**src/rtl/core/ptts_pkg.sv**
```systemverilog
`timescale 1ns / 1ps
`default_nettype none

package ptts_pkg;

    localparam int NUM_TASKS_DEFAULT = 16;

    localparam logic [1:0] KIND_TICK    = 2'd0;
    localparam logic [1:0] KIND_CREATE  = 2'd1;
    localparam logic [1:0] KIND_SUSPEND = 2'd2;
    localparam logic [1:0] KIND_RESUME  = 2'd3;

    typedef struct packed {
        logic [1:0]  kind;
        logic [3:0]  task_id;
        logic [15:0] period;
        logic [15:0] first_delay;
        logic        start_ready;
    } cmd_t;

    typedef struct packed {
        logic [3:0] fired_task;
        logic       last_fired;
    } res_t;

    // controller to datapath
    typedef struct packed {
        logic cmd_accept;
        logic scan_init;
        logic scan_issue;
        logic flush;
    } ctrl_t;

    // datapath to controller
    typedef struct packed {
        logic last_idx;
    } status_t;

endpackage

`default_nettype wire

```
**src/rtl/core/ptts_ram.sv**
```systemverilog
`timescale 1ns / 1ps
`default_nettype none

module ptts_ram #(
    parameter int WIDTH = 16,
    parameter int DEPTH = 16,
    localparam int AW = (DEPTH > 1) ? $clog2(DEPTH) : 1
) (
    input  wire logic             clk,
    input  wire logic             we,
    input  wire logic [AW-1:0]    waddr,
    input  wire logic [WIDTH-1:0] wdata,
    input  wire logic [AW-1:0]    raddr,
    output logic      [WIDTH-1:0] rdata
);

    logic [WIDTH-1:0] mem [DEPTH];

    always_ff @(posedge clk)
    begin
        if (we)
        begin
            mem[waddr] <= wdata;
        end
        rdata <= mem[raddr];
    end

endmodule

`default_nettype wire

```
**src/rtl/core/ptts_ctrl.sv**
```systemverilog
`timescale 1ns / 1ps
`default_nettype none

module ptts_ctrl (
    input  wire logic               clk,
    input  wire logic               rst_n,
    input  wire logic               start,
    input  wire logic [1:0]         kind,
    input  wire ptts_pkg::status_t  status,
    output ptts_pkg::ctrl_t         ctl,
    output logic                    busy
);

    localparam logic [1:0] ST_IDLE  = 2'd0;
    localparam logic [1:0] ST_SCAN  = 2'd1;
    localparam logic [1:0] ST_DRAIN = 2'd2;
    localparam logic [1:0] ST_FLUSH = 2'd3;

    logic [1:0] state_reg;
    logic [1:0] state_next;

    always_comb
    begin
        state_next     = state_reg;
        ctl            = '0;
        ctl.cmd_accept = start && (state_reg == ST_IDLE);
        unique case (state_reg)
            ST_IDLE:
            begin
                if (start && (kind == ptts_pkg::KIND_TICK))
                begin
                    ctl.scan_init = 1'b1;
                    state_next    = ST_SCAN;
                end
            end
            ST_SCAN:
            begin
                // issue one slot read per cycle
                ctl.scan_issue = 1'b1;
                if (status.last_idx)
                begin
                    state_next = ST_DRAIN;
                end
            end
            ST_DRAIN:
            begin
                state_next = ST_FLUSH;
            end
            ST_FLUSH:
            begin
                ctl.flush  = 1'b1;
                state_next = ST_IDLE;
            end
            default:
            begin
                state_next = ST_IDLE;
            end
        endcase
    end

    assign busy = (state_reg != ST_IDLE);

    always_ff @(posedge clk or negedge rst_n)
    begin
        if (!rst_n)
        begin
            state_reg <= ST_IDLE;
        end
        else
        begin
            state_reg <= state_next;
        end
    end

endmodule

`default_nettype wire

```
**src/rtl/core/ptts_datapath.sv**
```systemverilog
`timescale 1ns / 1ps
`default_nettype none

module ptts_datapath #(
    parameter int NUM_TASKS = ptts_pkg::NUM_TASKS_DEFAULT
) (
    input  wire logic               clk,
    input  wire logic               rst_n,
    input  wire ptts_pkg::cmd_t     cmd,
    input  wire ptts_pkg::ctrl_t    ctl,
    output ptts_pkg::status_t       status,
    output ptts_pkg::res_t          result,
    output logic                    result_valid
);

    localparam int IW = (NUM_TASKS > 1) ? $clog2(NUM_TASKS) : 1;

    logic [NUM_TASKS-1:0] present_reg;
    logic [NUM_TASKS-1:0] present_next;
    logic [NUM_TASKS-1:0] ready_reg;
    logic [NUM_TASKS-1:0] ready_next;

    logic [IW-1:0] idx_reg;
    logic [IW-1:0] idx_next;
    logic          s1_valid_reg;
    logic [IW-1:0] s1_idx_reg;

    logic          pend_valid_reg;
    logic          pend_valid_next;
    logic [3:0]    pend_idx_reg;
    logic [3:0]    pend_idx_next;

    logic           result_valid_reg;
    logic           result_valid_next;
    ptts_pkg::res_t result_reg;
    ptts_pkg::res_t result_next;

    logic          id_ok;
    logic [IW-1:0] cmd_idx;
    logic          do_create;
    logic          do_suspend;
    logic          do_resume;

    logic [15:0]   cd_rdata;
    logic [15:0]   per_rdata;
    logic          s1_active;
    logic          s1_fire;
    logic [15:0]   s1_wb;

    logic          cd_we;
    logic [IW-1:0] cd_waddr;
    logic [15:0]   cd_wdata;

    // command decode; ids beyond the table are dropped
    assign id_ok      = (32'(cmd.task_id) < NUM_TASKS);
    assign cmd_idx    = IW'(cmd.task_id);
    assign do_create  = ctl.cmd_accept && id_ok && (cmd.kind == ptts_pkg::KIND_CREATE);
    assign do_suspend = ctl.cmd_accept && id_ok && (cmd.kind == ptts_pkg::KIND_SUSPEND);
    assign do_resume  = ctl.cmd_accept && id_ok && (cmd.kind == ptts_pkg::KIND_RESUME);

    always_comb
    begin
        present_next = present_reg;
        ready_next   = ready_reg;
        if (do_create)
        begin
            present_next[cmd_idx] = 1'b1;
            ready_next[cmd_idx]   = cmd.start_ready;
        end
        if (do_suspend)
        begin
            ready_next[cmd_idx] = 1'b0;
        end
        if (do_resume)
        begin
            ready_next[cmd_idx] = 1'b1;
        end
    end

    // scan counter
    always_comb
    begin
        idx_next = idx_reg;
        if (ctl.scan_init)
        begin
            idx_next = '0;
        end
        else if (ctl.scan_issue)
        begin
            idx_next = idx_reg + IW'(1);
        end
    end

    assign status.last_idx = (idx_reg == IW'(NUM_TASKS - 1));

    // slot update, in the cycle after its read
    assign s1_active = s1_valid_reg && present_reg[s1_idx_reg] && ready_reg[s1_idx_reg];
    assign s1_fire   = s1_active && (cd_rdata == 16'd0);
    assign s1_wb     = s1_fire ? (per_rdata - 16'd1) : (cd_rdata - 16'd1);

    assign cd_we    = do_create || s1_active;
    assign cd_waddr = do_create ? cmd_idx : s1_idx_reg;
    assign cd_wdata = do_create ? cmd.first_delay : s1_wb;

    ptts_ram #(
        .WIDTH (16),
        .DEPTH (NUM_TASKS)
    ) u_period_ram (
        .clk   (clk),
        .we    (do_create),
        .waddr (cmd_idx),
        .wdata (cmd.period),
        .raddr (idx_reg),
        .rdata (per_rdata)
    );

    ptts_ram #(
        .WIDTH (16),
        .DEPTH (NUM_TASKS)
    ) u_countdown_ram (
        .clk   (clk),
        .we    (cd_we),
        .waddr (cd_waddr),
        .wdata (cd_wdata),
        .raddr (idx_reg),
        .rdata (cd_rdata)
    );

    // hold one fired slot back until the next firing or the end of the scan
    always_comb
    begin
        pend_valid_next        = pend_valid_reg;
        pend_idx_next          = pend_idx_reg;
        result_valid_next      = 1'b0;
        result_next.fired_task = pend_idx_reg;
        result_next.last_fired = ctl.flush;
        if (s1_fire)
        begin
            result_valid_next = pend_valid_reg;
            pend_valid_next   = 1'b1;
            pend_idx_next     = 4'(s1_idx_reg);
        end
        else if (ctl.flush)
        begin
            result_valid_next = pend_valid_reg;
            pend_valid_next   = 1'b0;
        end
    end

    always_ff @(posedge clk or negedge rst_n)
    begin
        if (!rst_n)
        begin
            present_reg      <= '0;
            ready_reg        <= '0;
            idx_reg          <= '0;
            s1_valid_reg     <= 1'b0;
            pend_valid_reg   <= 1'b0;
            result_valid_reg <= 1'b0;
        end
        else
        begin
            present_reg      <= present_next;
            ready_reg        <= ready_next;
            idx_reg          <= idx_next;
            s1_valid_reg     <= ctl.scan_issue;
            pend_valid_reg   <= pend_valid_next;
            result_valid_reg <= result_valid_next;
        end
    end

    always_ff @(posedge clk)
    begin
        s1_idx_reg   <= idx_reg;
        pend_idx_reg <= pend_idx_next;
        result_reg   <= result_next;
    end

    assign result       = result_reg;
    assign result_valid = result_valid_reg;

endmodule

`default_nettype wire

```
**src/rtl/core/periodic_task_tick_scheduler.sv**
```systemverilog
`timescale 1ns / 1ps
`default_nettype none

// Periodic task tick scheduler.
//
// Command channel: present a transaction on cmd and raise start; it is taken at the
// rising edge where start is high and busy is low. Create, suspend and resume
// complete in that single cycle and busy stays low, so one may follow every cycle.
// A tick raises busy while the scan reads one slot per cycle through the single
// read port of the period and countdown memories, updates it in the cycle after,
// then drains and flushes.
// Result channel: each fired slot appears on result for exactly one cycle with
// result_valid high. One firing is held back until the next is found, so
// last_fired can mark the final one; the last result of a tick leaves in the cycle
// in which busy falls. Ticks with nothing due produce no transaction.
// The receiver cannot stall; results are never held.
// Reset clears every present and ready bit and returns the controller to idle;
// the period and countdown memories need no clearing since the data read from
// slots that were never created is ignored.

module periodic_task_tick_scheduler #(
    parameter int NUM_TASKS = ptts_pkg::NUM_TASKS_DEFAULT
) (
    input  wire logic            clk,
    input  wire logic            rst_n,
    input  wire logic            start,
    input  wire ptts_pkg::cmd_t  cmd,
    output logic                 busy,
    output ptts_pkg::res_t       result,
    output logic                 result_valid
);

    ptts_pkg::ctrl_t   ctl;
    ptts_pkg::status_t status;

    // sequence the scan
    ptts_ctrl u_ctrl (
        .clk    (clk),
        .rst_n  (rst_n),
        .start  (start),
        .kind   (cmd.kind),
        .status (status),
        .ctl    (ctl),
        .busy   (busy)
    );

    // slot table, update arithmetic and result register
    ptts_datapath #(
        .NUM_TASKS (NUM_TASKS)
    ) u_datapath (
        .clk          (clk),
        .rst_n        (rst_n),
        .cmd          (cmd),
        .ctl          (ctl),
        .status       (status),
        .result       (result),
        .result_valid (result_valid)
    );

    // a marked last result closes the tick: nothing follows directly
    assert property (@(posedge clk) disable iff (!rst_n)
        (result_valid && result.last_fired) |=> !result_valid)
        else $error("result directly after last_fired");

    // create, suspend and resume never occupy the block
    assert property (@(posedge clk) disable iff (!rst_n)
        (start && !busy && (cmd.kind != ptts_pkg::KIND_TICK)) |=> !busy)
        else $error("busy raised by a non-tick command");

    // an accepted tick always starts a scan
    assert property (@(posedge clk) disable iff (!rst_n)
        (start && !busy && (cmd.kind == ptts_pkg::KIND_TICK)) |=> busy)
        else $error("tick accepted without starting a scan");

endmodule

`default_nettype wire
```
**config.mk**
```make
export PLATFORM = sky130hd
export DESIGN_NAME = periodic_task_tick_scheduler
export DESIGN_NICKNAME = d
export VERILOG_FILES = /design/src/rtl/core/ptts_pkg.sv /design/src/rtl/core/ptts_ram.sv /design/src/rtl/core/ptts_ctrl.sv /design/src/rtl/core/ptts_datapath.sv /design/src/rtl/core/periodic_task_tick_scheduler.sv
export SDC_FILE = /design/constraint.sdc
export NUM_CORES = 1
export LEC_CHECK = 0
export ABC_AREA = 1
export BUFFER_PORTS_ARGS = -buffer_cell sky130_fd_sc_hd__buf_4
export CORE_MARGIN = 3
export CORE_UTILIZATION = 65
export CTS_CLUSTER_DIAMETER = 200
export CTS_CLUSTER_SIZE = 8
export DETAILED_ROUTE_END_ITERATION = 16
export MAX_ROUTING_LAYER = met4
export PLACE_DENSITY = 0.82
export SLEW_MARGIN = 0
export SYNTH_ARGS = -nofsm -noshare
export SYNTH_HDL_FRONTEND = slang
export SYNTH_SLANG_ARGS = --single-unit
```
**constraint.sdc**
```tcl
create_clock -name clk -period 6.4 [get_ports clk]
set_input_delay 0.96 -clock clk [delete_from_list [all_inputs] [get_ports clk]]
set_output_delay 0.96 -clock clk [all_outputs]
set_load 0.005 [all_outputs]
```
==> results.md <==
- Outcome: completed
- Dpl ws: 2570 ps
- Final worst path period share: 0.550
- Final WS setup: 2880 ps
- Die Span Y: 197 µm
- Required @ worst endpoint: 6610 ps
- R2R cell count: 10
- Max-slew violation count: 0
- Worst skew pair latency: 610 ps
- Top FF cell, synth: edfxtp_1
- Full die area: 38800 µm²
- Site row count: 69
- Number of library cell types mapped by synthesis: 37
- Worst Tran Pin Value: 1200 ps
- All-Layer GR Usage: 0.324
- Share of the synthesized area in the top cell type: 0.653
- Number of H-tree levels: 3
- Post-synth net total: between 1500 and 2000
- Fraction of registers with async set/reset: 0.0686
- Pwr dens: 474 nW/µm²
- Nets: between 2000 and 2500
- Most frequent cells in the layout: edfxtp_1 (516), nor2_1 (307), o21ai_0 (285)
- Gates resized, CTS repair: 0
- Initial DRC count: 2536
- Seq cells post-synth: ~600
- Final setup fails: 0
- Peak supply drop: around 0.46 mV
- Clock root buffer master: clkbuf_16
- Remaining global-route overflow: 0
- # IOs: 49
- Mapped Area: between 20000 and 25000 µm²
- Layout cell share with drive strength beyond 1: 0.125
- Regs by FF count: u_datapath.u_countdown_ram.mem: 256 flops, u_datapath.u_period_ram.mem: 256 flops
- RSZ-0062 raised after global routing: false
- Largest net degree at the start of global routing: 220
- Final hold vios: 0
- Synth area leader: edfxtp_1
- TritonCTS buffer count: 84
- Worst-path fanout max: 44
- ANT cells: 0
- CTS tree: built
- CTS sink count: 598
- Slew HR: 0.199
- Antenna violations before repair: 0
- Commonest non-fill, non-tap cell in the layout: edfxtp_1
- Maxcap violations: 0
- # port buffers: 48
- Worst reg2reg setup slack: 2880 ps
- Area Overhead vs Synth: 13.5%
- Number of synthesized flops with an enable pin: a little over 500
- Drt pass-1 iters: 6
- Reg2Reg Capture Point: u_datapath.u_countdown_ram.mem[14][15]
- Die width: 197 µm
- WS Path Type: flip-flop to flip-flop
- Final HPWL DP: 34.5 mm
- Clk slew on worst S/H paths: 50 ps
- R2r startpoint: u_ctrl.state_reg[1]
- Fmax: 284 MHz
- Min Clock Period, post-route: between 3000 and 4000 ps
- Largest cells by area after synthesis: edfxtp_1 (65%), o21ai_0 (6.0%), nor2_1 (5.4%)
- YS warnings: 0
- Min-Delay Path Class: primary input to async pin
- Register area share after synthesis: 0.731
- Setup Buffers After CTS: 0
- RD Place Congestion: roughly 0.9
- Drt drc: 0
- Routed length per instance: 24.4 µm
- Synth Instances: 1904
- Via-to-Cell Ratio: 6.63
- Worst Clk Skew: 30.0 ps
- Routed Antenna Nets: 0
- Critical Path Start Type: flip-flop
- Vias: 16400
- Sum Neg Setup Slack: 0 ps
- Vias in the first global route: 15900
- CTS Hold Bufs: 0
- Worst endpoint data arrival time: 3730 ps
- Final wirelength: around 60 mm
- Critical path capture point type: flip-flop
- Leak: 9.30 nW
- Core area: 35700 µm²
- First-pass GRT wire length: 91.8 mm
- Initial Util: 0.664
- Clk buf depth: 3
- Avg Cell Area, Syn: 12.5 µm²
==> critical path, stage by stage (launching register included) <==
cell      delay (ps)
dfrtp_1          400
inv_1            140
ha_1             190
nand2_1           90
nor3_2           110
buf_4            250
clkinv_1          90
buf_4            310
o21ai_0          390
nand3_1          300
nor2_2           830
==> per-layer routing <==
layer,global-route usage,share of wire
met3,0.0570,0.12
met5,-,0
met2,0.478,0.46
met4,0.156,0.048
met1,0.448,0.37
==> power breakdown <==
group / internal, W / switching [W] / total [W]
sequential: 0.00489 / 0.000262 / 0.00515
combinational: 0.000933 / 0.00269 / 0.00362
clock: 0.00245 / 0.00154 / 0.00399
total: 0.00827 / 0.00449 / 0.0128
==> stage by stage <==
step / hold WS (ps) / std cells / instance area, µm² / total power (W) / utilization
3_3_place_gp: 328 / 2327 / 24500 / 0.00855 / 0.687
5_1_grt: 349 / 2465 / 26900 / 0.0133 / 0.753
2_1_floorplan: 323 / 1904 / 23700 / 0.00743 / -
3_5_place_dp: 327 / 2327 / 24500 / 0.00870 / 0.687
4_1_cts: 338 / 2465 / 26900 / 0.0127 / 0.753
6_report: 337 / 2465 / 26900 / 0.0128 / 0.753
==> how the worst max path moves through the flow <==
stage | start | to | cells past startpoint
2_1_floorplan | cmd[37] | u_datapath.u_countdown_ram.mem[0][0] | 7
3_3_place_gp | cmd[37] | u_datapath.u_countdown_ram.mem[9][14] | 9
3_5_place_dp | cmd[37] | u_datapath.u_countdown_ram.mem[8][13] | 9
4_1_cts | u_ctrl.state_reg[1] | u_datapath.u_countdown_ram.mem[8][3] | 10
5_1_grt | u_ctrl.state_reg[0] | u_datapath.u_countdown_ram.mem[14][15] | 10
6_report | u_ctrl.state_reg[1] | u_datapath.u_countdown_ram.mem[14][15] | 10
==> layout make-up <==
cell class	instances	area [µm²]
Tap cell	461	577
Clock buffer	133	2320
Inverter	81	315
Clock inverter	5	58.8
Sequential cell	598	17400
Multi-Input combinational cell	1109	5710
Timing Repair Buffer	78	598
Fill cell	2128	8820
==> synth_stat cells (2+ instances only) <==
cell        n
nand3b_1    2
nand4_1     4
o21ai_2     3
a21oi_1     3
edfxtp_1  516
nor2_4      3
xor2_1      2
nand3_1    85
o21ai_0   286
clkinv_1    3
dfxtp_1    41
or2_2      17
nor3_1      5
nor2_1    339
buf_2       3
o22ai_1    39
nor2_2      5
o21ai_1     5
o221ai_1  105
buf_6       2
dfrtp_1    41
nand2_1   158
nand2_2     6
a31oi_1     4
clkbuf_1  109
o211ai_1   23
nand3_2     4
inv_1      76
ha_1        7
==> logic make-up after synthesis <==
logic type / share of synthesized area
compound gates: 0.121
xor+xnor: 0.000739
fa+ha+maj: 0.00369
buf+inv: 0.0323
flops: 0.731
simple gates: 0.112
Power figures use the tool's default switching activity.
